### src/rtl/core/snfcs_pkg.sv
// Shared types, codes and helpers for the serial NOR flash command sequencer.
package snfcs_pkg;

    localparam int PageSizeDefault    = 256;
    localparam int AddressBitsDefault = 24;

    localparam logic [3:0] KIND_READ   = 4'd0;
    localparam logic [3:0] KIND_WRITE  = 4'd1;
    localparam logic [3:0] KIND_SERASE = 4'd2;
    localparam logic [3:0] KIND_CERASE = 4'd3;
    localparam logic [3:0] KIND_JEDEC  = 4'd4;
    localparam logic [3:0] KIND_DEVID  = 4'd5;
    localparam logic [3:0] KIND_SLEEP  = 4'd6;
    localparam logic [3:0] KIND_WAKE   = 4'd7;
    localparam logic [3:0] KIND_WBYTE  = 4'd8;
    localparam logic [3:0] KIND_RXBYTE = 4'd9;

    localparam logic [2:0] ACT_SEL  = 3'd0;
    localparam logic [2:0] ACT_XCH  = 3'd1;
    localparam logic [2:0] ACT_REL  = 3'd2;
    localparam logic [2:0] ACT_RD   = 3'd3;
    localparam logic [2:0] ACT_ID   = 3'd4;
    localparam logic [2:0] ACT_DONE = 3'd5;

    localparam logic [7:0] OP_READ   = 8'h03;
    localparam logic [7:0] OP_WREN   = 8'h06;
    localparam logic [7:0] OP_PP     = 8'h02;
    localparam logic [7:0] OP_RDSR   = 8'h05;
    localparam logic [7:0] OP_SE     = 8'h20;
    localparam logic [7:0] OP_CE     = 8'hC7;
    localparam logic [7:0] OP_JEDEC  = 8'h9F;
    localparam logic [7:0] OP_DEVID  = 8'hAB;
    localparam logic [7:0] OP_SLEEP  = 8'hB9;

    localparam logic [0:0] CFG_DUMMY_FILL = 1'b0;
    localparam logic [0:0] CFG_BUSY_MASK  = 1'b1;

    // Request as it crosses from the front to the back.
    typedef struct packed {
        logic [3:0]  kind;
        logic [23:0] address;
        logic [15:0] length;
        logic [7:0]  write_byte;
        logic [7:0]  rx_byte;
    } item_t;

    typedef struct packed {
        logic [2:0]  action;
        logic [7:0]  tx_byte;
        logic [7:0]  read_byte;
        logic [23:0] id_value;
        logic        last;
    } result_t;

    function automatic logic [7:0] first_opcode(input logic [2:0] k);
        logic [7:0] op;
        unique case (k)
            3'd0:    op = OP_READ;
            3'd4:    op = OP_JEDEC;
            3'd5:    op = OP_DEVID;
            3'd6:    op = OP_SLEEP;
            3'd7:    op = OP_DEVID;
            default: op = OP_WREN;
        endcase
        return op;
    endfunction

endpackage

### src/rtl/core/snfcs_fifo.sv
// Short request queue between the front and the back of the sequencer.
module snfcs_fifo #(
    parameter int Width = 8,
    parameter int Depth = 2
) (
    input  logic             clk,
    input  logic             rst_n,
    input  logic             push,
    input  logic [Width-1:0] push_data,
    output logic             full,
    input  logic             pop,
    output logic [Width-1:0] pop_data,
    output logic             empty
);
    localparam int Aw = (Depth > 1) ? $clog2(Depth) : 1;

    logic [Width-1:0] mem_reg [Depth];
    logic [Aw-1:0]    wr_ptr_reg, rd_ptr_reg;
    logic [Aw:0]      count_reg;

    assign full     = (count_reg == (Aw+1)'(Depth));
    assign empty    = (count_reg == '0);
    assign pop_data = mem_reg[rd_ptr_reg];

    always_ff @(posedge clk)
    begin
        if (push && !full)
        begin
            mem_reg[wr_ptr_reg] <= push_data;
        end
    end

    always_ff @(posedge clk or negedge rst_n)
    begin
        if (!rst_n)
        begin
            wr_ptr_reg <= '0;
            rd_ptr_reg <= '0;
            count_reg  <= '0;
        end
        else
        begin
            if (push && !full)
            begin
                wr_ptr_reg <= (wr_ptr_reg == Aw'(Depth - 1)) ? '0 : wr_ptr_reg + 1'b1;
            end
            if (pop && !empty)
            begin
                rd_ptr_reg <= (rd_ptr_reg == Aw'(Depth - 1)) ? '0 : rd_ptr_reg + 1'b1;
            end
            count_reg <= count_reg + (Aw+1)'(push && !full) - (Aw+1)'(pop && !empty);
        end
    end
endmodule

### src/rtl/core/snfcs_front.sv
// Front part: accepts items, drops those of unknown kind, queues the rest.
module snfcs_front (
    input  logic                  clk,
    input  logic                  rst_n,
    input  logic                  in_valid,
    output logic                  in_stall,
    input  snfcs_pkg::item_t      in_item,
    output logic                  q_pop_valid,
    output snfcs_pkg::item_t      q_item,
    input  logic                  q_pop
);
    logic keep;
    logic full, empty;

    // Kinds above received byte never produce anything, so they are not queued.
    assign keep     = (in_item.kind <= snfcs_pkg::KIND_RXBYTE);
    assign in_stall = full;

    snfcs_fifo #(
        .Width($bits(snfcs_pkg::item_t)),
        .Depth(2)
    ) u_fifo (
        .clk      (clk),
        .rst_n    (rst_n),
        .push     (in_valid && keep),
        .push_data(in_item),
        .full     (full),
        .pop      (q_pop),
        .pop_data (q_item),
        .empty    (empty)
    );

    assign q_pop_valid = !empty;
endmodule

### src/rtl/core/snfcs_back.sv
// Back part: the command state machine and its result sequencer.
module snfcs_back #(
    parameter int PageSize    = snfcs_pkg::PageSizeDefault,
    parameter int AddressBits = snfcs_pkg::AddressBitsDefault
) (
    input  logic                 clk,
    input  logic                 rst_n,
    input  logic                 q_valid,
    input  snfcs_pkg::item_t     q_item,
    output logic                 q_pop,
    input  logic [7:0]           dummy_fill,
    input  logic [7:0]           busy_mask,
    output logic                 out_valid,
    input  logic                 out_stall,
    output snfcs_pkg::result_t   out_res
);
    localparam int PageBits  = $clog2(PageSize);
    localparam int ChunkBits = PageBits + 1;

    typedef enum logic [3:0] {
        PH_IDLE, PH_OP, PH_ADDR, PH_RDATA, PH_ID, PH_WREN, PH_PRE_OP,
        PH_PRE_STAT, PH_STAT_OP, PH_STAT, PH_NEED, PH_WDATA
    } phase_t;

    phase_t                 phase_reg, phase_next;
    logic [2:0]             rkind_reg, rkind_next;
    logic [AddressBits-1:0] addr_reg, addr_next;
    logic [15:0]            left_reg, left_next;
    logic [ChunkBits-1:0]   chunk_reg, chunk_next;
    logic [2:0]             pos_reg, pos_next;
    logic [23:0]            idacc_reg, idacc_next;

    // Up to three results of one item are buffered and drained one a cycle while out_stall is low.
    snfcs_pkg::result_t     buf_reg [4];
    snfcs_pkg::result_t     buf_next [4];
    logic [2:0]             cnt_reg, cnt_next;
    logic [1:0]             rd_reg;
    logic [2:0]             n;
    logic                   take;

    logic [23:0]            addr24;
    logic [ChunkBits-1:0]   room;
    logic [AddressBits-1:0] plan_addr;
    logic [15:0]            plan_left;
    logic [ChunkBits-1:0]   plan_chunk;

    assign addr24    = 24'(addr_reg);
    assign out_valid = (cnt_reg != '0);
    assign out_res   = buf_reg[rd_reg];
    // A new item is taken once the previous results are all gone or the last leaves now.
    assign take      = q_valid && (cnt_reg == '0 ||
                       (cnt_reg == 3'd1 && !out_stall));
    assign q_pop     = take;

    always_comb
    begin
        room = ChunkBits'(PageSize) - {1'b0, plan_addr[PageBits-1:0]};
        if ({{(32-16){1'b0}}, plan_left} < 32'(room))
        begin
            plan_chunk = ChunkBits'(plan_left);
        end
        else
        begin
            plan_chunk = room;
        end
    end

    always_comb
    begin
        phase_next = phase_reg;
        rkind_next = rkind_reg;
        addr_next  = addr_reg;
        left_next  = left_reg;
        chunk_next = chunk_reg;
        pos_next   = pos_reg;
        idacc_next = idacc_reg;
        plan_addr  = addr_reg;
        plan_left  = left_reg;
        n          = '0;
        for (int i = 0; i < 4; i++)
        begin
            buf_next[i] = '0;
        end

        if (take)
        begin
            if (q_item.kind <= snfcs_pkg::KIND_WAKE)
            begin
                if (phase_reg == PH_IDLE)
                begin
                    rkind_next = q_item.kind[2:0];
                    pos_next   = '0;
                    idacc_next = '0;
                    if (q_item.kind[2:0] <= 3'd2)
                    begin
                        addr_next = q_item.address[AddressBits-1:0];
                        left_next = q_item.length;
                    end
                    plan_addr = q_item.address[AddressBits-1:0];
                    plan_left = q_item.length;
                    if (q_item.kind == snfcs_pkg::KIND_WRITE && q_item.length == '0)
                    begin
                        buf_next[0].action = snfcs_pkg::ACT_DONE;
                        n = 3'd1;
                    end
                    else
                    begin
                        if (q_item.kind == snfcs_pkg::KIND_WRITE)
                        begin
                            chunk_next = plan_chunk;
                        end
                        buf_next[0].action  = snfcs_pkg::ACT_SEL;
                        buf_next[1].action  = snfcs_pkg::ACT_XCH;
                        buf_next[1].tx_byte = snfcs_pkg::first_opcode(q_item.kind[2:0]);
                        n = 3'd2;
                        phase_next = (q_item.kind[2:0] >= 3'd1 && q_item.kind[2:0] <= 3'd3)
                                     ? PH_WREN : PH_OP;
                    end
                end
            end
            else if (q_item.kind == snfcs_pkg::KIND_WBYTE)
            begin
                if (phase_reg == PH_NEED)
                begin
                    buf_next[0].action  = snfcs_pkg::ACT_XCH;
                    buf_next[0].tx_byte = q_item.write_byte;
                    n = 3'd1;
                    phase_next = PH_WDATA;
                end
            end
            else if (phase_reg != PH_IDLE && phase_reg != PH_NEED)
            begin
                unique case (phase_reg)
                    PH_WREN:
                    begin
                        buf_next[0].action = snfcs_pkg::ACT_REL;
                        buf_next[1].action = snfcs_pkg::ACT_SEL;
                        buf_next[2].action = snfcs_pkg::ACT_XCH;
                        n = 3'd3;
                        if (rkind_reg == 3'd1)
                        begin
                            buf_next[2].tx_byte = snfcs_pkg::OP_PP;
                            phase_next = PH_OP;
                        end
                        else if (rkind_reg == 3'd2)
                        begin
                            buf_next[2].tx_byte = snfcs_pkg::OP_RDSR;
                            phase_next = PH_PRE_OP;
                        end
                        else
                        begin
                            buf_next[2].tx_byte = snfcs_pkg::OP_CE;
                            phase_next = PH_OP;
                        end
                    end
                    PH_PRE_OP:
                    begin
                        buf_next[0].action  = snfcs_pkg::ACT_XCH;
                        buf_next[0].tx_byte = dummy_fill;
                        n = 3'd1;
                        phase_next = PH_PRE_STAT;
                    end
                    PH_PRE_STAT:
                    begin
                        if ((q_item.rx_byte & busy_mask) != '0)
                        begin
                            buf_next[0].action  = snfcs_pkg::ACT_XCH;
                            buf_next[0].tx_byte = dummy_fill;
                            n = 3'd1;
                        end
                        else
                        begin
                            buf_next[0].action  = snfcs_pkg::ACT_REL;
                            buf_next[1].action  = snfcs_pkg::ACT_SEL;
                            buf_next[2].action  = snfcs_pkg::ACT_XCH;
                            buf_next[2].tx_byte = snfcs_pkg::OP_SE;
                            n = 3'd3;
                            phase_next = PH_OP;
                        end
                    end
                    PH_OP:
                    begin
                        if (rkind_reg <= 3'd2)
                        begin
                            buf_next[0].action  = snfcs_pkg::ACT_XCH;
                            buf_next[0].tx_byte = addr24[23:16];
                            n = 3'd1;
                            pos_next = 3'd1;
                            phase_next = PH_ADDR;
                        end
                        else if (rkind_reg == 3'd3)
                        begin
                            buf_next[0].action  = snfcs_pkg::ACT_REL;
                            buf_next[1].action  = snfcs_pkg::ACT_SEL;
                            buf_next[2].action  = snfcs_pkg::ACT_XCH;
                            buf_next[2].tx_byte = snfcs_pkg::OP_RDSR;
                            n = 3'd3;
                            phase_next = PH_STAT_OP;
                        end
                        else if (rkind_reg == 3'd4 || rkind_reg == 3'd5)
                        begin
                            pos_next   = '0;
                            idacc_next = '0;
                            buf_next[0].action  = snfcs_pkg::ACT_XCH;
                            buf_next[0].tx_byte = dummy_fill;
                            n = 3'd1;
                            phase_next = PH_ID;
                        end
                        else
                        begin
                            buf_next[0].action = snfcs_pkg::ACT_REL;
                            buf_next[1].action = snfcs_pkg::ACT_DONE;
                            n = 3'd2;
                            phase_next = PH_IDLE;
                        end
                    end
                    PH_ADDR:
                    begin
                        if (pos_reg < 3'd3)
                        begin
                            buf_next[0].action  = snfcs_pkg::ACT_XCH;
                            buf_next[0].tx_byte = (pos_reg == 3'd1) ? addr24[15:8]
                                                                    : addr24[7:0];
                            n = 3'd1;
                            pos_next = pos_reg + 3'd1;
                        end
                        else if (rkind_reg == 3'd0)
                        begin
                            if (left_reg != '0)
                            begin
                                buf_next[0].action  = snfcs_pkg::ACT_XCH;
                                buf_next[0].tx_byte = dummy_fill;
                                n = 3'd1;
                                phase_next = PH_RDATA;
                            end
                            else
                            begin
                                buf_next[0].action = snfcs_pkg::ACT_REL;
                                buf_next[1].action = snfcs_pkg::ACT_DONE;
                                n = 3'd2;
                                phase_next = PH_IDLE;
                            end
                        end
                        else if (rkind_reg == 3'd1)
                        begin
                            phase_next = PH_NEED;
                        end
                        else
                        begin
                            buf_next[0].action  = snfcs_pkg::ACT_REL;
                            buf_next[1].action  = snfcs_pkg::ACT_SEL;
                            buf_next[2].action  = snfcs_pkg::ACT_XCH;
                            buf_next[2].tx_byte = snfcs_pkg::OP_RDSR;
                            n = 3'd3;
                            phase_next = PH_STAT_OP;
                        end
                    end
                    PH_RDATA:
                    begin
                        buf_next[0].action    = snfcs_pkg::ACT_RD;
                        buf_next[0].read_byte = q_item.rx_byte;
                        left_next = left_reg - 16'd1;
                        addr_next = addr_reg + 1'b1;
                        if (left_reg != 16'd1)
                        begin
                            buf_next[1].action  = snfcs_pkg::ACT_XCH;
                            buf_next[1].tx_byte = dummy_fill;
                            n = 3'd2;
                        end
                        else
                        begin
                            buf_next[1].action = snfcs_pkg::ACT_REL;
                            buf_next[2].action = snfcs_pkg::ACT_DONE;
                            n = 3'd3;
                            phase_next = PH_IDLE;
                        end
                    end
                    PH_ID:
                    begin
                        pos_next = pos_reg + 3'd1;
                        if (rkind_reg == 3'd4)
                        begin
                            idacc_next = {idacc_reg[15:0], q_item.rx_byte};
                        end
                        else
                        begin
                            idacc_next = {16'd0, q_item.rx_byte};
                        end
                        if ((rkind_reg == 3'd4 && pos_next < 3'd3) ||
                            (rkind_reg != 3'd4 && pos_next < 3'd4))
                        begin
                            buf_next[0].action  = snfcs_pkg::ACT_XCH;
                            buf_next[0].tx_byte = dummy_fill;
                            n = 3'd1;
                        end
                        else
                        begin
                            buf_next[0].action   = snfcs_pkg::ACT_ID;
                            buf_next[0].id_value = idacc_next;
                            buf_next[1].action   = snfcs_pkg::ACT_REL;
                            buf_next[2].action   = snfcs_pkg::ACT_DONE;
                            n = 3'd3;
                            phase_next = PH_IDLE;
                        end
                    end
                    PH_WDATA:
                    begin
                        chunk_next = chunk_reg - 1'b1;
                        left_next  = left_reg - 16'd1;
                        addr_next  = addr_reg + 1'b1;
                        if (chunk_next != '0)
                        begin
                            phase_next = PH_NEED;
                        end
                        else
                        begin
                            buf_next[0].action  = snfcs_pkg::ACT_REL;
                            buf_next[1].action  = snfcs_pkg::ACT_SEL;
                            buf_next[2].action  = snfcs_pkg::ACT_XCH;
                            buf_next[2].tx_byte = snfcs_pkg::OP_RDSR;
                            n = 3'd3;
                            phase_next = PH_STAT_OP;
                        end
                    end
                    PH_STAT_OP:
                    begin
                        buf_next[0].action  = snfcs_pkg::ACT_XCH;
                        buf_next[0].tx_byte = dummy_fill;
                        n = 3'd1;
                        phase_next = PH_STAT;
                    end
                    PH_STAT:
                    begin
                        if ((q_item.rx_byte & busy_mask) != '0)
                        begin
                            buf_next[0].action  = snfcs_pkg::ACT_XCH;
                            buf_next[0].tx_byte = dummy_fill;
                            n = 3'd1;
                        end
                        else if (rkind_reg == 3'd1 && left_reg != '0)
                        begin
                            chunk_next = plan_chunk;
                            buf_next[0].action  = snfcs_pkg::ACT_REL;
                            buf_next[1].action  = snfcs_pkg::ACT_SEL;
                            buf_next[2].action  = snfcs_pkg::ACT_XCH;
                            buf_next[2].tx_byte = snfcs_pkg::OP_WREN;
                            n = 3'd3;
                            phase_next = PH_WREN;
                        end
                        else
                        begin
                            buf_next[0].action = snfcs_pkg::ACT_REL;
                            buf_next[1].action = snfcs_pkg::ACT_DONE;
                            n = 3'd2;
                            phase_next = PH_IDLE;
                        end
                    end
                    default:
                    begin
                        phase_next = phase_reg;
                    end
                endcase
            end
            if (n != '0)
            begin
                buf_next[n[1:0] - 2'd1].last = 1'b1;
            end
        end
        cnt_next = cnt_reg;
        if (out_valid && !out_stall)
        begin
            cnt_next = cnt_reg - 3'd1;
        end
        if (take)
        begin
            cnt_next = n;
        end
    end

    always_ff @(posedge clk)
    begin
        if (take)
        begin
            for (int i = 0; i < 4; i++)
            begin
                buf_reg[i] <= buf_next[i];
            end
        end
    end

    always_ff @(posedge clk or negedge rst_n)
    begin
        if (!rst_n)
        begin
            phase_reg <= PH_IDLE;
            rkind_reg <= '0;
            addr_reg  <= '0;
            left_reg  <= '0;
            chunk_reg <= '0;
            pos_reg   <= '0;
            idacc_reg <= '0;
            cnt_reg   <= '0;
            rd_reg    <= '0;
        end
        else
        begin
            phase_reg <= phase_next;
            rkind_reg <= rkind_next;
            addr_reg  <= addr_next;
            left_reg  <= left_next;
            chunk_reg <= chunk_next;
            pos_reg   <= pos_next;
            idacc_reg <= idacc_next;
            cnt_reg   <= cnt_next;
            if (take)
            begin
                rd_reg <= '0;
            end
            else if (out_valid && !out_stall)
            begin
                rd_reg <= rd_reg + 2'd1;
            end
        end
    end
endmodule

### src/rtl/core/spi_nor_flash_command_sequencer.sv
// Top level of the serial NOR flash command sequencer.
//
//  channel   direction  handshake            payload
//  in        request    in_valid/in_stall    kind address length write_byte rx_byte
//  out       result     out_valid/out_stall  action tx_byte read_byte id_value last
//  cfg       write      cfg_we               cfg_index cfg_data
//
// One item enters per cycle while the back is free. An item's results, at most three,
// leave through the single result port that drains the result buffer, and the back takes
// no new item until its last result leaves. A two-entry queue separates front and back.
// Reset is asynchronous and active low and leaves the sequencer idle.
// out_stall only holds the result buffer; the queue keeps taking requests until full.
module spi_nor_flash_command_sequencer #(
    parameter int PageSize    = snfcs_pkg::PageSizeDefault,
    parameter int AddressBits = snfcs_pkg::AddressBitsDefault
) (
    input  logic        clk,
    input  logic        rst_n,
    input  logic        in_valid,
    output logic        in_stall,
    input  logic [3:0]  kind,
    input  logic [23:0] address,
    input  logic [15:0] length,
    input  logic [7:0]  write_byte,
    input  logic [7:0]  rx_byte,
    output logic        out_valid,
    input  logic        out_stall,
    output logic [2:0]  action,
    output logic [7:0]  tx_byte,
    output logic [7:0]  read_byte,
    output logic [23:0] id_value,
    output logic        last,
    input  logic        cfg_we,
    input  logic [0:0]  cfg_index,
    input  logic [7:0]  cfg_data
);
    snfcs_pkg::item_t   in_item, q_item;
    snfcs_pkg::result_t res;
    logic               q_valid, q_pop;
    logic [7:0]         dummy_fill_reg, busy_mask_reg;

    assign in_item = '{kind: kind, address: address, length: length,
                       write_byte: write_byte, rx_byte: rx_byte};

    always_ff @(posedge clk or negedge rst_n)
    begin
        if (!rst_n)
        begin
            dummy_fill_reg <= 8'hFF;
            busy_mask_reg  <= 8'h01;
        end
        else if (cfg_we)
        begin
            unique case (cfg_index)
                snfcs_pkg::CFG_DUMMY_FILL: dummy_fill_reg <= cfg_data;
                snfcs_pkg::CFG_BUSY_MASK:  busy_mask_reg  <= cfg_data;
                default:                   dummy_fill_reg <= dummy_fill_reg;
            endcase
        end
    end

    snfcs_front u_front (
        .clk        (clk),
        .rst_n      (rst_n),
        .in_valid   (in_valid),
        .in_stall   (in_stall),
        .in_item    (in_item),
        .q_pop_valid(q_valid),
        .q_item     (q_item),
        .q_pop      (q_pop)
    );

    snfcs_back #(
        .PageSize   (PageSize),
        .AddressBits(AddressBits)
    ) u_back (
        .clk       (clk),
        .rst_n     (rst_n),
        .q_valid   (q_valid),
        .q_item    (q_item),
        .q_pop     (q_pop),
        .dummy_fill(dummy_fill_reg),
        .busy_mask (busy_mask_reg),
        .out_valid (out_valid),
        .out_stall (out_stall),
        .out_res   (res)
    );

    assign action    = res.action;
    assign tx_byte   = res.tx_byte;
    assign read_byte = res.read_byte;
    assign id_value  = res.id_value;
    assign last      = res.last;

    a_out_hold: assert property (@(posedge clk) disable iff (!rst_n)
        out_valid && out_stall |=> out_valid && $stable(action) && $stable(last))
        else $error("result changed while stalled");

    a_action_range: assert property (@(posedge clk) disable iff (!rst_n)
        out_valid |-> action <= snfcs_pkg::ACT_DONE)
        else $error("undefined action code");

    a_done_last: assert property (@(posedge clk) disable iff (!rst_n)
        out_valid && action == snfcs_pkg::ACT_DONE |-> last)
        else $error("request complete not marked last");
endmodule
### config.mk
export PLATFORM = sky130hd
export DESIGN_NAME = spi_nor_flash_command_sequencer
export DESIGN_NICKNAME = d
export VERILOG_FILES = /design/src/rtl/core/snfcs_pkg.sv /design/src/rtl/core/snfcs_fifo.sv /design/src/rtl/core/snfcs_front.sv /design/src/rtl/core/snfcs_back.sv /design/src/rtl/core/spi_nor_flash_command_sequencer.sv
export SDC_FILE = /design/constraint.sdc
export NUM_CORES = 1
export LEC_CHECK = 0
export ABC_AREA = 1
export BUFFER_PORTS_ARGS = -buffer_cell sky130_fd_sc_hd__buf_2
export CAP_MARGIN = 20
export CELL_PAD_IN_SITES_DETAIL_PLACEMENT = 2
export CELL_PAD_IN_SITES_GLOBAL_PLACEMENT = 2
export CORE_AREA = 5 5 249 251
export DETAILED_ROUTE_END_ITERATION = 8
export DIE_AREA = 0 0 254 256
export GPL_TIMING_DRIVEN = 1
export HOLD_SLACK_MARGIN = 0.02
export PLACE_DENSITY_LB_ADDON = 0.1
export SLEW_MARGIN = 30
export SYNTH_ARGS = -nofsm -noshare
export SYNTH_HDL_FRONTEND = slang
export SYNTH_HIERARCHICAL = 1
export SYNTH_SLANG_ARGS = --single-unit
### constraint.sdc
create_clock -name clk -period 9.5 [get_ports clk]
set_clock_uncertainty 0.2 [all_clocks]
set_input_delay 2.375 -clock clk [delete_from_list [all_inputs] [get_ports clk]]
set_output_delay 2.375 -clock clk [all_outputs]
set_load 0.01 [all_outputs]
# After elaboration in Yosys (flattened, before gate mapping)
# Memory sizes are Yosys's and may differ from the RTL's.
# Index checks and enable logic that the tools add are counted.
totals:
  word_cells: 315
  memories: 2
  out_inout_bits: 46
  ram_bits: 296
  reg_bits: 100
classes:
  n_reduce_logical: 51
  muxes: 174
  n_eq_ne: 47
  magnitude_cmp: 12
  bitwise_logic: 3
  add_sub_neg: 12
memory_table:
  columns: ["memory", "depth", "width", "read_ports", "rd_clocked_by_memory_dff", "write_ports", "line", "rtl"]
  rows:
  - ["u_back.buf_reg", 4, 44, 1, 0, 4, "snfcs_back.sv:34", "snfcs_pkg::result_t buf_reg [4];"]
  - ["u_front.u_fifo.mem_reg", 2, 60, 1, 0, 1, "snfcs_fifo.sv:17", "logic [Width-1:0] mem_reg [Depth];"]
ops:
  columns: ["op", "count"]
  rows:
  - ["176-bit 2-to-1 mux", 2]
  - ["16-bit 2-to-1 mux", 16]
  - ["24-bit 2-to-1 mux", 9]
  - ["176-bit bitwise mux", 1]
  - ["11-bit 2-to-1 mux", 16]
  - ["9-bit 2-to-1 mux", 16]
  - ["3-bit 2-to-1 mux", 40]
  - ["8-bit 2-to-1 mux", 15]
  - ["44-bit demux with 2-bit select", 1]
  - ["40-bit 2-to-1 mux", 2]
  - ["4-bit 2-to-1 mux", 15]
  - ["3-bit one-hot mux with 8 select lines", 2]
  - ["8-bit one-hot mux with 6 select lines", 1]
  - ["43-bit 2-to-1 mux", 1]
  - ["4-bit one-hot mux with 10 select lines", 1]
  - ["8-bit one-hot mux with 5 select lines", 1]
  - ["2-bit 2-to-1 mux", 18]
  - ["32-bit 2-to-1 mux", 1]
  - ["16-bit one-hot mux with 2 select lines", 1]
  - ["8-bit one-hot mux with 4 select lines", 1]
  - ["3-bit one-hot mux with 9 select lines", 1]
  - ["24-bit by 1-bit adder with 24-bit output, second input constant", 1]
  - ["4-bit by 2-bit != test with 1-bit output, second input constant", 6]
  - ["4-bit == test, second input constant", 5]
  - ["other kinds (62)", 126]

# Logic depth before layout (Yosys ltp)
# Gate-level depths: netlist of run 1.
depth:
  depth_word: 19
  mapped_depth: 31
  ltp_nobuf: 30

# Hierarchy
# Netlist of run 1, hierarchy kept.
modules_own_cells:
  columns: ["mod", "cells_per_inst", "area_each_um2", "seq_area_each_um2", "instances"]
  rows:
  - ["snfcs_back", 1270, 9349.0, 3953.8, 1]
  - ["snfcs_fifo", 348, 4653.2, 3703.6, 1]
  - ["spi_nor_flash_command_sequencer", 70, 674.4, 411.6, 1]
  - ["snfcs_front", 6, 22.5, 0.0, 1]

# Worst setup path before layout of run 1
# Ideal clock, no wire load.
synth_timing:
  path_type: "input to register"
  from: "input out_stall"
  to: "register u_back.chunk_reg[8]"
  n_path_buf: 1
  t_arrival_ns: 5.799
  t_required_ns: 9.183
  stages: 24
  setup_time_ns: 0.117
  slack_ns: 3.385
  path_cell_list: "nor2_1 nand2_1 nand2_2 nand2_4 buf_6 nand2_1 nand2_1 inv_1 ha_1 nand4_1 or2_1 xor2_1 inv_1 ha_1 nand2_1 nor2_1 a211oi_1 nand2_1 nand2_2 nand2_2 nand2_1 nand3_1 nand2_1 nand2_1"
synth_between:
  elab_chain_len: 14
synth_lines:
  columns: ["item", "line", "rtl"]
  rows:
  - ["start, declared", "spi_nor_flash_command_sequencer.sv:27", "input logic out_stall,"]
  - ["1-bit zero test (*)", "snfcs_back.sv:52", "(cnt_reg == 3'd1 && !out_stall));"]
  - ["1-bit logical AND (*)", "snfcs_back.sv:52", null]
  - ["1-bit logical OR (*)", "snfcs_back.sv:51", "assign take = q_valid && (cnt_reg == '0 ||"]
  - ["1-bit logical AND (*)", "snfcs_back.sv:51", null]
  - ["net q_pop", "spi_nor_flash_command_sequencer.sv:39", "logic q_valid, q_pop;"]
  - ["8-bit 2-to-1 mux", "snfcs_back.sv:85", "if (take)"]
  - ["9-bit by 8-bit subtractor with 9-bit output", "snfcs_back.sv:57", "room = ChunkBits'(PageSize) - {1'b0, plan_addr[PageBits-1:0]};"]
  - ["16-bit by 9-bit < comparator with 1-bit output", "snfcs_back.sv:58", "if ({{(32-16){1'b0}}, plan_left} < 32'(room))"]
  - ["9-bit 2-to-1 mux", "snfcs_back.sv:58", null]
  - ["9-bit 2-to-1 mux", "snfcs_back.sv:340", "else if (rkind_reg == 3'd1 && left_reg != '0)"]
  - ["9-bit 2-to-1 mux", "snfcs_back.sv:334", "if ((q_item.rx_byte & busy_mask) != '0)"]
  - ["9-bit one-hot mux with 2 select lines", "snfcs_back.sv:133", "unique case (phase_reg)"]
  - ["9-bit 2-to-1 mux", "snfcs_back.sv:131", "else if (phase_reg != PH_IDLE && phase_reg != PH_NEED)"]
  - ["9-bit 2-to-1 mux", "snfcs_back.sv:121", "else if (q_item.kind == snfcs_pkg::KIND_WBYTE)"]
  - ["9-bit 2-to-1 mux", "snfcs_back.sv:87", "if (q_item.kind <= snfcs_pkg::KIND_WAKE)"]
  - ["end signal, assigned", "snfcs_back.sv:411", "chunk_reg <= chunk_next;"]
  - ["end, declared", "snfcs_back.sv:29", "logic [ChunkBits-1:0] chunk_reg, chunk_next;"]
# The timed path passes the listed nets; every way through them passes the cells marked *. The select of a mux whose other input is x is not followed.
# A chain may end at the register's enable or synchronous reset.

# Worst setup path after layout of run 1
layout_timing:
  from: "input out_stall"
  to: "register u_back.chunk_reg[6]"
# Same word-level chain as after synthesis.

==> results of run 1 <==
power breakdown:
part	switching (mW)	leakage [nW]	internal, mW	total (mW)
combinational	1.78	3.95	0.687	2.47
clock	0.578	0.582	0.829	1.41
sequential	0.248	2.95	1.76	2.01
total	2.61	7.48	3.28	5.89
final timing paths:
path                                       endpoint  slack (ns)  cells after the start
worst max-delay path            u_back/chunk_reg[6]        3.84                     24
worst min-delay path               busy_mask_reg[0]        0.26                      2
worst max register to register  u_back/chunk_reg[6]        4.29                     24
worst min register to register     busy_mask_reg[0]        0.26                      2
max in group asynchronous         u_back/pos_reg[0]        6.09                      2
min in group asynchronous       u_back/idacc_reg[8]        1.65                      1
per-stage QoR:
stage	hold slack, ns	total power, mW
finish	0.262	5.89
floorplan	0.242	3.63
detailed placement	0.257	4.56
global route	0.299	6.39
CTS	0.266	6.03
global placement	0.257	4.50
cell usage after synthesis (all sizes together):
library cell and count:
and2 1, nand3b 1, a31o 1, o311a 1
a22o 1, a21oi 49, o2bb2ai 1, o32ai 2
ha 21, conb 1, xor2 27, or2 6
a211oi 3, nand3 113, o31ai 9, dfstp 9
edfxtp 185, o211ai 7, o311ai 2, o41ai 1
buf 28, nand4 16, nand2 479, a31oi 8
a221oi 1, o21ai 132, clkbuf 35, inv 178
o221ai 1, a32oi 1, dfrtp 91, nor4 17
nor3 17, a22oi 2, xnor2 6, o2111ai 4
a21boi 1, o22ai 20, nor3b 1, nor2 214
mux2i 1
metal layers:
| metal | vias to the layer above | track usage, % | wire (µm) |
|---|---|---|---|
| met3 | 57 | 2.24 | 1510 |
| met5 | - | 0 | 0 |
| met4 | 0 | 2.86 | 812 |
| met1 | 5947 | 22.5 | 25100 |
| li1 | 5850 | - | - |
| met2 | 129 | 24.4 | 23100 |
cells by family after synthesis:
family / Yosys count
AOI/OAI and AO/OA: 247
xor gates and xnor gates: 33
adders and majority gates: 21
buffers and inverters: 241
DFF: 285
muxes: 1
other: 1
and+or+nand+nor: 865
layout make-up:
cell class	count	area (µm²)
clock buffer	50	996
clock inverter	20	224
fill	6779	42400
inverter	178	684
multi-input combinational	1168	5600
sequential	285	8070
tap	782	978
timing repair buffer	130	681
critical path, cell delays in order:
cell and delay (ns):
buf_2 0.11, nor2_1 0.10, nand2_1 0.11, nand2_4 0.28
nand2_4 0.31, nand2_1 0.15, nand2_1 0.14, inv_1 0.09
ha_1 0.20, nand4_1 0.13, or2_1 0.26, xor2_1 0.21
inv_1 0.07, ha_1 0.27, nand2_1 0.09, nor2_1 0.05
a211oi_1 0.19, nand2_1 0.10, nand2_2 0.17, nand2_2 0.16
nand2_1 0.11, nand3_1 0.07, nand2_1 0.08, nand2_1 0.05
==> impl_metrics.yaml, run 1 <==
timing:
  worst_pin_slew_ns: 0.928
  grt_setup_unrepaired: "no"
  hold_viol: 0
  setup_viol: 0
  fin_crit_ns: 5.66
  fmax_ghz: 0.177
  tns_ns: 0
  worst_slack_ns: 3.84
  slew_violations: 0
  slew_headroom_pct: 38.2
  fin_crit_sh_pct: 59.6
finish:
  finalCoreUtilization_pct: 28.9
  fin_nets: 1896
  areaGrowthSynthToFinish_pct: 17.2
  largest_register_ffs: 120
  final_cell_mix: "nand2_1, nor2_1, edfxtp_1"
  drive_gt1_share_pct: 12.5
  stdcell_area_um2: 17200
  finalNonFillerCells: 2613
  final_common_cell: "nand2_1"
  antennaDiodeCount: 0
min_path:
  holdCritStartpoint: "busy_mask_reg[0]"
  min_path_type: "reg -> reg"
clocking:
  cts_tree: "done"
  postCtsSetupRepairBufs: 0
  h-tree-depth: 2
  insertion_delay_ns: 0.57
  clockBufferDepth: 3
  cts.sinks: 285
  clkSlewWorstSetupHoldPaths_ns: 0.05
  cts_root_buffer: "clkbuf_16"
  ctsResizeCount: 0
  cts_hold_buf: 0
  cts_buffers: 38
synthesis:
  yosys_warnings: 6
  yosysSeqAreaShare_pct: 54.9
  synthAdderAreaFrac_pct: 1.79
  muxShareOfSynthArea_pct: 0.0681
  syn_area_per_cell_um2: 8.68
  synthDistinctLibCells: 58
  synth_nets: 1789
  synth_compound_area_share_pct: 9.52
  yosysTopAreaCell: "edfxtp_1"
  synth-xor-area-share_pct: 1.97
  syn-cell-area_um2: 14700
  synth_top_family_by_area: "simple AND/OR/NAND/NOR gates"
  synthDominantCellAreaShare_pct: 37.8
  syn_inst: 1694
  synth_area_leaders: "edfxtp_1, dfrtp_1, nand2_1"
  yosys.area_share.simple_pct: 24.6
  synth-seq-cells: 285
routing:
  final_antenna_net_count: 0
  drc_errors: 0
  wl_per_cell_um: 19.3
  wirelength_um: 50500
  avgViaCountPerCell: 4.59
  first_pass_iters: 5
  via_count: 11983
  drtIter0Drc: 557
power_and_ir_drop:
  vdd_drop_max_mv: 0.179
  p_leak_nw: 7.48
  powerDensity_nw_per_um2: 342
global_route:
  grt_max_degree: 65
  grt_pass1_vias: 12887
  overflow: 0
  grt_first_pass_wirelength_um: 78100
  antenna_found_initial: 0
  track_usage_pct: 15.3
job:
  maxCapViolations: 0
critical_path:
  critical_path_arrival_ns: 5.89
  criticalPathCategory: "in -> reg"
  r2r-start: "u_front/u_fifo/rd_ptr_reg"
  startpoint_type: "input port"
  path_max_fanout: 40
  critPathLaunch: "out_stall"
  cp-end-kind: "flop"
  required_ns: 9.74
floorplanning:
  ios: 120
  chipHeight_um: 256
  core_um2: 59700
  die_w_um: 254
  fp.dieArea_um2: 65000
  initial_utilization_pct: 24.6
  rows: 90
placement:
  place_congestion: 0.832
  hpwl_um: 37000
  place_area_um2: 16000
  dp_slack_ns: 3.29
  portBuffers: 119
  placedCellCount: 2543
run_status:
  status: "completed"
(Power assumes the default switching activity.)
==> inputs of run 2 (changes only) <==
==> constraint.sdc (replaced) <==
create_clock -name clk -period 5.4 [get_ports clk]
set_clock_uncertainty 0.2 [all_clocks]
set_input_delay 1.35 -clock clk [delete_from_list [all_inputs] [get_ports clk]]
set_output_delay 1.35 -clock clk [all_outputs]
set_load 0.01 [all_outputs]
==> run 2 against run 1 <==
Worst hold slack improved by 0.0081 ns. Via count increased by 1.7%. First-iteration DRC count increased by 2.2%. Register-to-register slack got worse by 3.2 ns. Power increased by 76%. Core utilization increased by 0.078 points. Combinational power increased by 78%. Critical path depth decreased by 20. Non-clock buffer count increased by 9. Critical endpoint is now tx_byte[6]. Highest routed layer unchanged.
==> impl_metrics.yaml, run 2 (synthesis results as in run 1) <==
clocking:
  insertion_delay_ns: 0.54
  postCtsSetupRepairBufs: 0
  cts_hold_buf: 0
  cts.sinks: 285
  cts_tree: "done"
  clockBufferDepth: 3
  cts_root_buffer: "clkbuf_16"
  h-tree-depth: 2
  ctsResizeCount: 0
  cts_buffers: 38
  clkSlewWorstSetupHoldPaths_ns: 0.06
power_and_ir_drop:
  p_leak_nw: 7.54
  finalPower_mw: 10.4
  powerDensity_nw_per_um2: 600
  vdd_drop_max_mv: 0.313
floorplanning:
  chipHeight_um: 256
  rows: 90
  fp.dieArea_um2: 65000
  die_w_um: 254
  ios: 120
  initial_utilization_pct: 24.6
  core_um2: 59700
routing:
  via_count: 12181
  avgViaCountPerCell: 4.65
  first_pass_iters: 5
  drc_errors: 0
  final_antenna_net_count: 0
  drtIter0Drc: 569
  wl_per_cell_um: 19.6
  wirelength_um: 51300
critical_path:
  worstSetupPathDepth: 4
  r2r-start: "u_front/u_fifo/count_reg[1]"
  required_ns: 3.85
  startpoint_type: "flop"
  crit_chain: "clkinv_2 > nor2_1 > o32ai_1 > buf_2"
  critical_path_arrival_ns: 2.85
  criticalPathCategory: "reg -> out"
  crit_slowest_cell: "clkinv_2"
  crit_family: "buffers and inverters"
  cp.buffers_inverters: 2
  path_max_fanout: 53
  cp-end-kind: "output port"
  critPathLaunch: "u_back/rd_reg[0]"
  max_stage_delay_ns: 0.83
  rr_worst_depth: 28
finish:
  drive_gt1_share_pct: 12.9
  finalCoreUtilization_pct: 29.0
  fin_nets: 1905
  antennaDiodeCount: 0
  areaGrowthSynthToFinish_pct: 17.6
  final_cell_mix: "nand2_1, nor2_1, edfxtp_1"
  largest_register_ffs: 120
  final_common_cell: "nand2_1"
timing:
  fin_crit_ns: 4.40
  hold_viol: 0
  fin_crit_sh_pct: 81.4
  grt_setup_unrepaired: "no"
  slew_violations: 0
  slew_headroom_pct: 38.6
  fmax_ghz: 0.227
  tns_ns: 0
  worst_pin_slew_ns: 0.921
  setup_viol: 0
  worst_slack_ns: 1.00
global_route:
  track_usage_pct: 15.5
  grt_max_degree: 101
  grt_pass1_vias: 13239
  overflow: 0
  antenna_found_initial: 0
  grt_first_pass_wirelength_um: 79400
job:
  maxCapViolations: 0
placement:
  place_congestion: 0.834
  dp_slack_ns: 0.441
  hpwl_um: 37700
  portBuffers: 119
min_path:
  holdCritStartpoint: "busy_mask_reg[3]"
  holdPathStages: 2
  min_path_type: "reg -> reg"
run_status:
  status: "completed"
run 2: cell type report:
type                    count  area [µm²]
fillers                  6820       42400
clock buffers              51        1050
well taps                 782         978
multi-input cells        1168        5600
flip-flops and latches    285        8070
clock inverters            18         139
repair buffers            139         761
inverters                 178         682
run 2: routing by layer:
layer | track usage [%] | wire [µm]
met5 | 0 | 0
met4 | 3.71 | 1030
met2 | 24.5 | 23300
met3 | 2.13 | 1490
met1 | 22.5 | 25500
run 2: path summary, 6_finish.rpt:
kind | end | slack, ns
worst max-delay path | tx_byte[6] | 1.00
worst min-delay path | busy_mask_reg[3] | 0.27
worst max register to register | u_back/chunk_reg[8] | 1.06
worst min register to register | busy_mask_reg[3] | 0.27
max in group asynchronous | u_back/left_reg[3] | 3.77
min in group asynchronous | u_back/idacc_reg[8] | 0.71
run 2: worst register-to-register path, delay by kind of cell, from the launching register on:
family / cells / cell delay (ns)
simple gates: 18 / 2.17
buf+inv: 6 / 0.61
compound gates: 1 / 0.17
flops: 1 / 0.37
fa+ha+maj: 2 / 0.50
xor+xnor: 1 / 0.24
run 2: power breakdown:
part | switching (mW) | internal (mW) | total [mW]
clock | 0.982 | 1.46 | 2.44
sequential | 0.428 | 3.10 | 3.53
combinational | 3.15 | 1.24 | 4.39
run 2: through the flow:
stage	hold slack, ns	std cells	area [µm²]
CTS	0.273	2621	17300
global route	0.304	2621	17300
finish	0.271	2621	17300
floorplan	0.242	1694	14700
global placement	0.255	2552	16100
detailed placement	0.262	2552	16100
